**config.mk**
```make
export PLATFORM = sky130hd
export DESIGN_NAME = trkseq_cell_eval
export DESIGN_NICKNAME = d
export VERILOG_FILES = /design/src/design/trkseq_pkg.sv /design/src/design/trkseq_cell_eval.sv
export SDC_FILE = /design/constraint.sdc
export NUM_CORES = 1
export LEC_CHECK = 0
export BUFFER_PORTS_ARGS = -buffer_cell sky130_fd_sc_hd__buf_2
export CORE_UTILIZATION = 31
export DETAILED_ROUTE_END_ITERATION = 10
export PLACE_DENSITY = 0.85
export SLEW_MARGIN = 20
export SYNTH_ARGS = -nofsm -noshare
export SYNTH_HDL_FRONTEND = slang
export SYNTH_SLANG_ARGS = --single-unit
export TNS_END_PERCENT = 30
```
**constraint.sdc**
```tcl
create_clock -name vclk -period 4
set_clock_uncertainty 0.2 [all_clocks]
set_input_delay 0.4 -clock vclk [all_inputs]
set_output_delay 0.4 -clock vclk [all_outputs]
set_load 0.05 [all_outputs]
```
**src/design/trkseq_pkg.sv**
```systemverilog
package trkseq_pkg;

    // sizes of the song storage
    localparam int TRACKS      = 4;
    localparam int ROWS        = 64;
    localparam int PATTERNS    = 64;
    localparam int ORDER_DEPTH = 256;

    localparam int TRACK_W    = $clog2(TRACKS);
    localparam int ROW_W      = $clog2(ROWS);
    localparam int PAT_W      = $clog2(PATTERNS);
    localparam int ORD_W      = $clog2(ORDER_DEPTH);
    localparam int CELL_DEPTH = PATTERNS * ROWS * TRACKS;
    localparam int CELL_AW    = PAT_W + ROW_W + TRACK_W;

    // input commands
    localparam logic [2:0] CMD_TICK   = 3'd0;
    localparam logic [2:0] CMD_TOGGLE = 3'd1;
    localparam logic [2:0] CMD_STOP   = 3'd2;
    localparam logic [2:0] CMD_CELL   = 3'd3;
    localparam logic [2:0] CMD_ORDER  = 3'd4;

    // event kinds
    localparam logic [1:0] EV_TRIGGER = 2'd0;
    localparam logic [1:0] EV_STOP    = 2'd1;
    localparam logic [1:0] EV_SILENCE = 2'd2;

    // config register indexes
    localparam int CFG_IDX_W  = 3;
    localparam int CFG_DATA_W = 9;
    localparam logic [CFG_IDX_W-1:0] CFG_ORDER_LENGTH = 3'd0;
    localparam logic [CFG_IDX_W-1:0] CFG_INIT_TEMPO   = 3'd1;
    localparam logic [CFG_IDX_W-1:0] CFG_SPEED_CODE   = 3'd2;
    localparam logic [CFG_IDX_W-1:0] CFG_CUT_CODE     = 3'd3;
    localparam logic [CFG_IDX_W-1:0] CFG_EMPTY_CODE   = 3'd4;

    // config reset values
    localparam logic [8:0] ORDER_LENGTH_RST = 9'd1;
    localparam logic [7:0] TEMPO_RST        = 8'd6;
    localparam logic [7:0] SPEED_CODE_RST   = 8'd15;
    localparam logic [7:0] CUT_CODE_RST     = 8'd12;
    localparam logic [7:0] EMPTY_CODE_RST   = 8'd0;

    typedef struct packed {
        logic [7:0] param;
        logic [7:0] effect;
        logic [7:0] instrument;
        logic [7:0] note;
    } cell_t;

    typedef struct packed {
        logic [1:0] kind;
        logic [1:0] channel;
        logic [7:0] note;
        logic [7:0] instrument;
    } event_t;

    typedef struct packed {
        logic   speed_hit;
        logic   ev_valid;
        event_t ev;
    } cell_eval_t;

    typedef enum logic [3:0] {
        S_IDLE  = 4'b0001,
        S_ORDER = 4'b0010,
        S_CELL  = 4'b0100,
        S_FLUSH = 4'b1000
    } state_t;

endpackage

```
**src/design/trkseq_cell_eval.sv**
```systemverilog
module trkseq_cell_eval import trkseq_pkg::*; (
    input  cell_t               cell_in,
    input  logic [TRACK_W-1:0]  track,
    input  logic [7:0]          speed_code,
    input  logic [7:0]          cut_code,
    input  logic [7:0]          empty_code,
    output cell_eval_t          result
);

    logic is_cut;
    logic has_note;

    assign is_cut   = (cell_in.effect == cut_code);
    assign has_note = (cell_in.note != empty_code);

    always_comb begin
        result.speed_hit     = (cell_in.effect == speed_code) && (cell_in.param != 8'd0);
        result.ev_valid      = is_cut || has_note;
        result.ev.channel    = 2'(track);
        // cut wins over a note in the same cell
        if (is_cut) begin
            result.ev.kind       = EV_STOP;
            result.ev.note       = 8'd0;
            result.ev.instrument = 8'd0;
        end else begin
            result.ev.kind       = EV_TRIGGER;
            result.ev.note       = cell_in.note;
            result.ev.instrument = cell_in.instrument;
        end
    end

endmodule

```
==> impl_summary.md, run 1 <==
Status
The run finished with clean final reports.

Global route
The initial antenna violation count is 0. The number of global-route vias before repair is 479. Global routing consumed, over all layers together, 13.72% of the routing resources.

Entering global routing, the biggest net connects 19 pins. The wire length of the first global-routing pass is 1642 µm. The remaining global-route overflow is 0.

Route
The first-pass iteration count of the detailed router is 1. Using the TritonRoute via totals, the vias-per-cell ratio works out to 4.694. The routed layout has 676 vias. The remaining number of nets flagged by the antenna check after routing is 0. After the first detailed-routing iteration, the DRC count stood at 0.

The routed design has 1360 µm of wire. In the final routed layout, each cell accounts on average for 9.444 µm. The residual DRC count is 0.

Logic synthesis
The netlist uses 14 different library cells. The largest total area in the synthesized netlist belongs to sky130_fd_sc_hd__xnor2_1. The synthesized design devotes to its leading area cell type 29.32% of total area. The largest family of logic cells by synthesized area is XOR/XNOR gates. The post-synthesis share of cell area spent on and, or, nand and nor gates is 14.66%.

By area the synthesized netlist is led by sky130_fd_sc_hd__xnor2_1 (29%), sky130_fd_sc_hd__xor2_1 (15%), sky130_fd_sc_hd__a21boi_1 (13%). The net count after synthesis is 116. Of the total synthesized cell area, the portion taken by XOR and XNOR cells is 43.98%. The post-synthesis instance area is 478.0 µm².

The mux share of post-synthesis cell area is 0%. The synthesized netlist cell count is 58. The synthesized netlist devotes 0% of its cell area to adder and majority cells. After synthesis, flip-flops and latches occupy 0% of the total area. The synthesized netlist devotes 30.37% of its cell area to compound gates.

A synthesized cell averages 8.241 µm². During synthesis, Yosys emitted a total of 0 warnings.

Power
Net switching is 58.64% of the power. The largest voltage drop on the vdd net is 0.06394 mV. The post-layout total power is 0.1136 mW. The internal power of the cells totals 0.04700 mW.

The share of total power dissipated in sequential elements is 0%. In this run the static leakage power is 0.4339 nW. The switching power of the nets is 0.06662 mW. The share of total power dissipated in combinational logic is 100.0%.

In this run, the clock network consumes 0% of the power. The power density relative to cell area is 135.5 nW/µm².

Worst hold path
The type of the worst min-delay path is input port to output pin.

Placed design
The port buffer count is 75. Counting tap cells, the placed design contains a total of 144 instances. At the end of routability-driven placement, the weighted congestion stood at 0.7188.

Die
The die extent in y is 41.27 µm. The area inside the core boundary is 1366 µm². In this run the count of I/O pins placed on the die edge is 80. Row generation in the floorplan step produced 13 rows. The width of the chip is 41.27 µm. The initial standard-cell utilization of the core is 34.98%. The die outline area is 1703 µm².

Final layout
There are 0 flip-flops and latches. Of the cells placed in the final design, the portion with a size suffix greater than 1 is 64.34%. From synthesis to final layout, the design area changed by 75.39%. The number of filler cells placed in the layout is 123.

For this run, the post-layout net count is 189. The top cell types in the final layout, fill and taps aside, are sky130_fd_sc_hd__buf_2 (75), sky130_fd_sc_hd__xnor2_1 (16), sky130_fd_sc_hd__xor2_1 (8), sky130_fd_sc_hd__a21boi_1 (8), sky130_fd_sc_hd__a21boi_0 (6). The post-route non-filler standard cell count is 144. In the final layout, flip-flops and latches occupy 0 µm². The layout clock buffer count is 0. The library cell used most frequently in the layout, excluding fill and tap cells, is sky130_fd_sc_hd__buf_2. The count of inserted antenna diode cells is 0.

Worst setup path
The cell at the slowest stage of the critical path is sky130_fd_sc_hd__nor4_2. The class of the most critical setup path is input port to output pin. The signal on the critical path passes through buf_2, xor2_1, nor4_2, buf_4, and2_2, buf_2. STA classifies the critical path endpoint as an output pin. The library cell appearing most often on the critical path is sky130_fd_sc_hd__buf_2. In this design, the stage delay of the slowest critical-path cell is 0.26 ns. The worst path required time is 3.40 ns. In this design, the largest share of critical-path delay is due to buffers and inverters.

The critical-path maximum fanout is 18. The startpoint kind of the worst setup timing path is an input port. The arrival time reported for the critical path endpoint is 1.61 ns. The number of buffers and inverters on the critical path is 3.

Timing
The count of final hold-check violations is 0. The number of pins exceeding their max-slew limit in the final report is 0. Across all hold checks on the routed design, the worst slack comes to 0.6001 ns. The final cycle utilization of the critical path is 55.13%. After routing, the total negative slack on setup checks comes to 0 ns. Setup repair after global routing left no endpoint under its margin. Counting I/O delays and the setup requirement, the final critical path takes 2.205 ns. The final count of negative-setup-slack endpoints is 0.

The peak clock frequency supported by timing is 453.5 MHz.

Job
The number of max-cap violations is 0.

CTS
The number of post-CTS setup repair buffers is 0. The number of gates resized after CTS was 0. Hold repair after CTS inserted 0 buffers.
==> logic make-up (layout without fill, tap and decap cells) <==
| kind of cell | after synthesis | in the layout |
|---|---|---|
| AOI/OAI and AO/OA | 18 | 18 |
| xor gates and xnor gates | 24 | 24 |
| other | 1 | 1 |
| buffers and inverters | 6 | 77 |
| and+or+nand+nor | 9 | 9 |
==> through the flow <==
stage | area [µm²] | worst slack, ns | util (%)
6_report | 838.3 | 1.795 | 61.36
5_1_grt | 838.3 | 1.714 | 61.36
4_1_cts | 838.3 | 1.774 | 61.36
3_5_place_dp | 838.3 | 1.774 | 61.36
3_3_place_gp | 838.3 | 1.819 | 61.36
2_1_floorplan | 478.0 | 1.566 | -
==> worst paths after layout <==
path | end | start | depth (start not counted)
max | result[18] | cell_in[17] | 6
min | result[16] | track[0] | 0
==> synthesized netlist by cell type, drive strengths merged <==
cell type / number
a211o: 1
a211oi: 1
a21boi: 16
and2: 1
buf: 6
conb: 1
nand4: 4
nor4: 4
xnor2: 16
xor2: 8
==> power by group through the flow <==
| stage | clock network (mW) | logic (mW) | registers (mW) |
|---|---|---|---|
| 2_1_floorplan | 0 | 0.0768 | 0 |
| 3_3_place_gp | 0 | 0.113 | 0 |
| 3_5_place_dp | 0 | 0.115 | 0 |
| 4_1_cts | 0 | 0.115 | 0 |
| 5_1_grt | 0 | 0.123 | 0 |
| 6_report | 0 | 0.114 | 0 |
==> routing by layer <==
| metal | share of wire, % | vias up | global-route usage (%) |
|---|---|---|---|
| met3 | 14 | 0 | 0 |
| met2 | 54 | 52 | 32.81 |
| li1 | - | 346 | - |
| met4 | 0 | 0 | 0 |
| met1 | 32 | 278 | 12.66 |
| met5 | 0 | - | 0 |
==> final cells by class <==
type               instances  area, µm²  area share (%)
well taps                 15      18.77           2.239
repair buffers            77      390.4           46.57
multi-input cells         52      429.2           51.19
(Power assumes the default switching activity.)
==> run 2: changes to the inputs <==
- CORE_UTILIZATION: 31 -> 29
- PLACE_DENSITY: 0.85 -> 0.8
- clock period: 4 -> 2.3 ns (I/O delays scaled with it)
==> run 2 against run 1 <==
Net effect:
- combinational power increased by 74%
- sequential share of layout area unchanged
- die area increased by 6.5%
- global-route usage rose by 0.18 points
- first-iteration DRC count unchanged
- non-clock buffer count stayed put
- via count is 0.59% lower
- core utilization shrank 6.3 points
- final cell count is 0.69% higher
- wire length decreased by 2.4%
- sequential cell count unchanged
==> impl_summary.md, run 2 (same netlist as run 1, synthesis figures left out) <==
Route
The DRC violation total after the first TritonRoute iteration is 0. The total via count after detailed routing is 672. Dividing the detail-routed wire length by the instance count gives 9.159 µm. The final layout contains routed wiring with a total length of 1328 µm. The detail route stage leaves a number of antenna-violating nets equal to 0. For this run, the detailed router's first-pass iteration total came to 1. In the routed design, unresolved DRC markers number 0. The detail-routed via count per cell is 4.634.

Power
In this run the static leakage power is 0.4339 nW. Sequential cells account for 0% of the total power. The clock power share is 0%. The combinational group share of total power is 100.0%. The switching power of the nets is 0.1161 mW.

Dividing total power by cell area gives a power density of 235.6 nW/µm². VDD sags by at most 0.1237 mV. Net switching is 58.67% of the power.

The internal power contribution is 0.08175 mW.

Die
The width of the chip is 42.60 µm. The core region is 1524 µm². 80 I/O pins were placed.

The die extent in y is 42.60 µm. Once the floorplan was initialized, standard cells occupied 31.36% of the core. The count of standard-cell rows is 14. The die outline area is 1814 µm².

Timing
Setup repair after global routing left no endpoint under its margin. Setup slack closes at 0.4446 ns. The final cycle utilization of the critical path is 80.67%. Derived from the worst setup path, the maximum achievable clock frequency is 539.0 MHz. The number of pins exceeding their max-slew limit in the final report is 0.

The accumulated negative setup slack is 0 ns. The final count of negative-setup-slack endpoints is 0. The final period demand of the worst path is 1.855 ns. The count of final hold-check violations is 0.

Global route
The global router's overall resource usage is 13.90%. Entering global routing, the biggest net connects 19 pins. The initial antenna violation count was 0. The number of global-route vias before repair is 567. The wire length of the first global-routing pass is 2083 µm. The remaining global-route overflow is 0.

Final layout
The final sequential cell count is 0. The layout clock buffer count is 0. The commonest non-fill, non-tap cell in the layout is sky130_fd_sc_hd__buf_2. The count of inserted antenna diode cells is 0.

The area overhead of the layout relative to synthesis is 75.65%. The share of layout cells above drive strength 1 is 64.34%. The area occupied by registers is 0 µm². The library cells used most frequently in the layout, excluding fill and tap cells, are sky130_fd_sc_hd__buf_2 (75), sky130_fd_sc_hd__xnor2_1 (16), sky130_fd_sc_hd__xor2_1 (8), sky130_fd_sc_hd__a21boi_1 (8), sky130_fd_sc_hd__a21boi_0 (6).

The layout net count is 189.

Status
The flow ran to the end, and the final reports show no timing, DRC or antenna violations.

Worst setup path
The arrival time reported for the critical path endpoint is 1.43 ns. For this run, the slowest stage of the critical path takes 0.25 ns. The startpoint kind of the worst setup timing path is an input port. Walking the worst path, the cells encountered are buf_2, xor2_1, nor4_2, buf_4, and2_2, buf_2. The cell at the slowest stage of the critical path is sky130_fd_sc_hd__nor4_2.

The worst setup path is of the input port to output pin kind. The critical-path maximum fanout is 18. For the worst setup path, the data required time is 1.87 ns. The library cell appearing most often on the critical path is sky130_fd_sc_hd__buf_2. The worst setup path is captured at an output pin.

CTS
The number of post-CTS setup repair buffers is 0. Buffers inserted to repair hold after CTS numbered 0. The number of gates resized after CTS was 0.

Job
The number of max-cap violations is 0.

Placed design
The port buffer count is 75. The congestion estimate from routability-driven global placement came to 0.6774. The pre-CTS setup slack is 0.4334 ns.

Worst hold path
The path class of the tightest hold or removal check is input port to output pin.
-- run 2: cell counts in the layout (fill, tap and decap cells not counted) --
No cell type changed its count.
-- run 2: power groups by stage --
stage               clock network (mW)  logic (mW)  registers (mW)
floorplan                            0       0.134               0
global placement                     0       0.197               0
detailed placement                   0       0.199               0
CTS                                  0       0.200               0
global route                         0       0.212               0
finish                               0       0.198               0
-- run 2: metal layers --
layer	wire length, µm	GRT usage (%)	up-vias
met1	476	14.10	279
met5	0	0	-
met4	0	0	0
met3	131	0.8621	0
met2	719	31.08	49
li1	-	-	344
-- run 2: cell type report --
type	count	area, µm²
Fill cell	144	684.4
Multi-Input combinational cell	52	429.2
Tap cell	16	20.02
Timing Repair Buffer	77	390.4
-- run 2: path summary, 6_finish.rpt --
path   startpoint  slack [ns]    endpoint  cells past startpoint
max   cell_in[17]        0.44  result[18]                      6
min      track[1]        0.26  result[17]                      0
-- run 2: critical path, delay by kind of cell --
kind	cells	cell delay (ns)
AND/OR/NAND/NOR	2	0.42
buffers and inverters	3	0.61
XOR/XNOR	1	0.16
-- run 2: per-stage QoR --
| step | std cells | util (%) | power [mW] | hold slack, ns | cell area [µm²] |
|---|---|---|---|---|---|
| global route | 145 | 55.09 | 0.2120 | 0.2602 | 839.6 |
| finish | 145 | 55.09 | 0.1978 | 0.2601 | 839.6 |
| detailed placement | 145 | 55.09 | 0.1995 | 0.2604 | 839.6 |
| floorplan | 58 | - | 0.1335 | 0.4271 | 478.0 |
| global placement | 145 | 55.09 | 0.1967 | 0.2604 | 839.6 |
| CTS | 145 | 55.09 | 0.1999 | 0.2604 | 839.6 |
==> run 3: changes to the inputs <==
- CORE_UTILIZATION: 29 -> 26
- PLACE_DENSITY: 0.8 -> 0.76
- clock period: 2.3 -> 1.5 ns (I/O delays scaled with it)
==> run 3 against run 2 <==
Net effect:
- the run now ends with setup timing left
- first-iteration DRC count is 5 higher
- cell area is 48% higher
- combinational power increased by 110%
- critical path type unchanged
- sequential cell count unchanged
- largest power group unchanged
- largest cell class is now buffers
==> impl_summary.md, run 3 (same netlist as run 1, synthesis figures left out) <==
Worst setup path
In this design, the largest share of critical-path delay is due to buffers and inverters. The slowest stage of the critical path is the sky130_fd_sc_hd__nor4_2 cell. The worst setup path is captured at an output pin.

The buffer and inverter count on the worst path is 4. At the worst endpoint, the required time is 1.15 ns. The critical path crosses 7 cells after its start point.

The critical-path maximum fanout is 7. The class of the most critical setup path is input port to output pin. The startpoint kind of the worst setup timing path is an input port. The arrival time reported for the critical path endpoint is 1.30 ns. The signal on the critical path passes through buf_8, xor2_2, nor4_2, buf_4, buf_12, a21boi_2, buf_6. The stage delay of the slowest cell on the critical path is 0.32 ns.

Timing
The final period demand of the worst path is 1.653 ns. The final cycle utilization of the critical path is 110.2%. Setup repair after global routing could not meet its margin everywhere.

The final count of negative-setup-slack endpoints is 18. The count of final hold-check violations came to 0. Derived from the worst setup path, the maximum achievable clock frequency is 604.9 MHz. The number of pins exceeding their max-slew limit in the final report came to 0. The slack of the critical path is -0.1531 ns.

Final layout
The layout has 0 clock buffers. After the last flow step, the layout net total stands at 205. 0 antenna diodes ended up in the layout. Fill cells in the final layout number 140.

With fillers left out, the area of the finished cells amounts to 1245 µm². The area occupied by registers is 0 µm². The area overhead of the layout relative to synthesis is 160.5%. In the layout the commonest cells are sky130_fd_sc_hd__buf_2 (52), sky130_fd_sc_hd__buf_4 (18), sky130_fd_sc_hd__buf_6 (16), sky130_fd_sc_hd__xnor2_1 (15), sky130_fd_sc_hd__a21boi_2 (8).

For this run, the share of the core covered by cells in the final layout is 72.10%. The final layout contains a sequential cell count of 0. Leaving out fill and tap cells, the most frequent cell in the layout is sky130_fd_sc_hd__buf_2. In the final layout, the share of cells above drive strength 1 is 77.24%.

Die
The floorplan has 15 rows. The initial standard-cell utilization of the core is 27.68%. The floorplan step defined a die boundary enclosing 2014 µm². The die extent in y is 44.88 µm.

The area inside the core boundary is 1727 µm². Measured along the x axis, the die boundary spans 44.88 µm. The boundary pin count is 80.

Placed design
The port buffer count is 75. At the end of routability-driven placement, the weighted congestion stood at 0.7690. The placed instances occupy a cell area of 955.9 µm². Detailed placement finished with a half-perimeter wire length of 1537 µm.

Global route
The initial antenna violation count is 0. Entering global routing, the biggest net connects 8 pins. The wire length of the first global-routing pass is 2835 µm. The number of global-route vias before repair is 782. For this run, the total global-route usage over all layers was measured as 18.77%. Global routing finished with a remaining overflow of 0.

Power
The combinational group share of total power is 100.0%. Dividing total power by cell area gives a power density of 340.9 nW/µm². The switching power of the nets is 0.2155 mW. The sequential group share of total power is 0%. IR analysis of the VDD net gives a maximum drop of 0.2290 mV. The clock power share is 0%. The internal power contribution is 0.2088 mW. The switching share of power is 50.79%. The standby leakage power is 0.6013 nW.

CTS
After clock tree synthesis, the flow added hold-fix buffers numbering 0.

Route
The detail-routed via count per cell is 4.688. Dividing the detail-routed wire length by the instance count gives 12.91 µm. The routed layout has 797 vias. For this block, the routed nets add up to 2195 µm of wire. The DRC violation total after the first TritonRoute iteration is 5.

The detail route stage leaves a number of antenna-violating nets equal to 0. In the routed design, unresolved DRC markers number 0. Before antenna repair, the detailed router went through 3 iterations.

Status
The flow ran to the end, but the final reports show violations. The final reports fail on setup timing.

Worst hold path
The type of the worst min-delay path is input port to output pin. The worst hold path was traced through 0 stages.

Job
The number of max-cap violations is 0.
run 3: cell type report:
class / count / area (µm²) / share of cell area [%]
multi-input cells: 52 / 518.0 / 41.61
repair buffers: 93 / 695.7 / 55.88
well taps: 25 / 31.28 / 2.513
run 3: what timing repair did:
action	in CTS	in global routing
buffers inserted	5	2
endpoints found under the setup margin	19	19
gates cloned	1	0
gates resized for setup	50	18
pin swaps	3	14
run 3: per-layer routing:
metal	vias to the layer above	routed length [µm]	global-route usage (%)
met5	-	0	0
met4	0	38	0
met3	4	179	0.4000
met2	54	1282	46.76
met1	364	695	15.94
li1	375	-	-
run 3: power groups by stage:
stage               clock (mW)  combinational (mW)  sequential, mW
finish                       0               0.424               0
CTS                          0               0.406               0
global route                 0               0.444               0
global placement             0               0.330               0
detailed placement           0               0.338               0
floorplan                    0               0.206               0
run 3: path summary, 6_finish.rpt:
kind	from	endpoint	slack (ns)
worst max-delay path	cell_in[16]	result[8]	-0.15
worst min-delay path	track[0]	result[16]	0.10
run 3: per-stage QoR:
| step | instances | setup slack, ns | hold WS (ns) | TNS [ns] | total power [mW] |
|---|---|---|---|---|---|
| after global placement | 164 | -0.2174 | 0.1006 | -3.225 | 0.3303 |
| final | 170 | -0.1531 | 0.1000 | -2.317 | 0.4243 |
| after CTS | 170 | -0.1875 | 0.1006 | -2.739 | 0.4057 |
| after floorplan | 58 | -0.4130 | 0.2671 | -4.347 | 0.2055 |
| after detailed placement | 164 | -0.2368 | 0.1006 | -3.464 | 0.3382 |
| after global routing | 170 | -0.1883 | 0.1001 | -2.984 | 0.4443 |
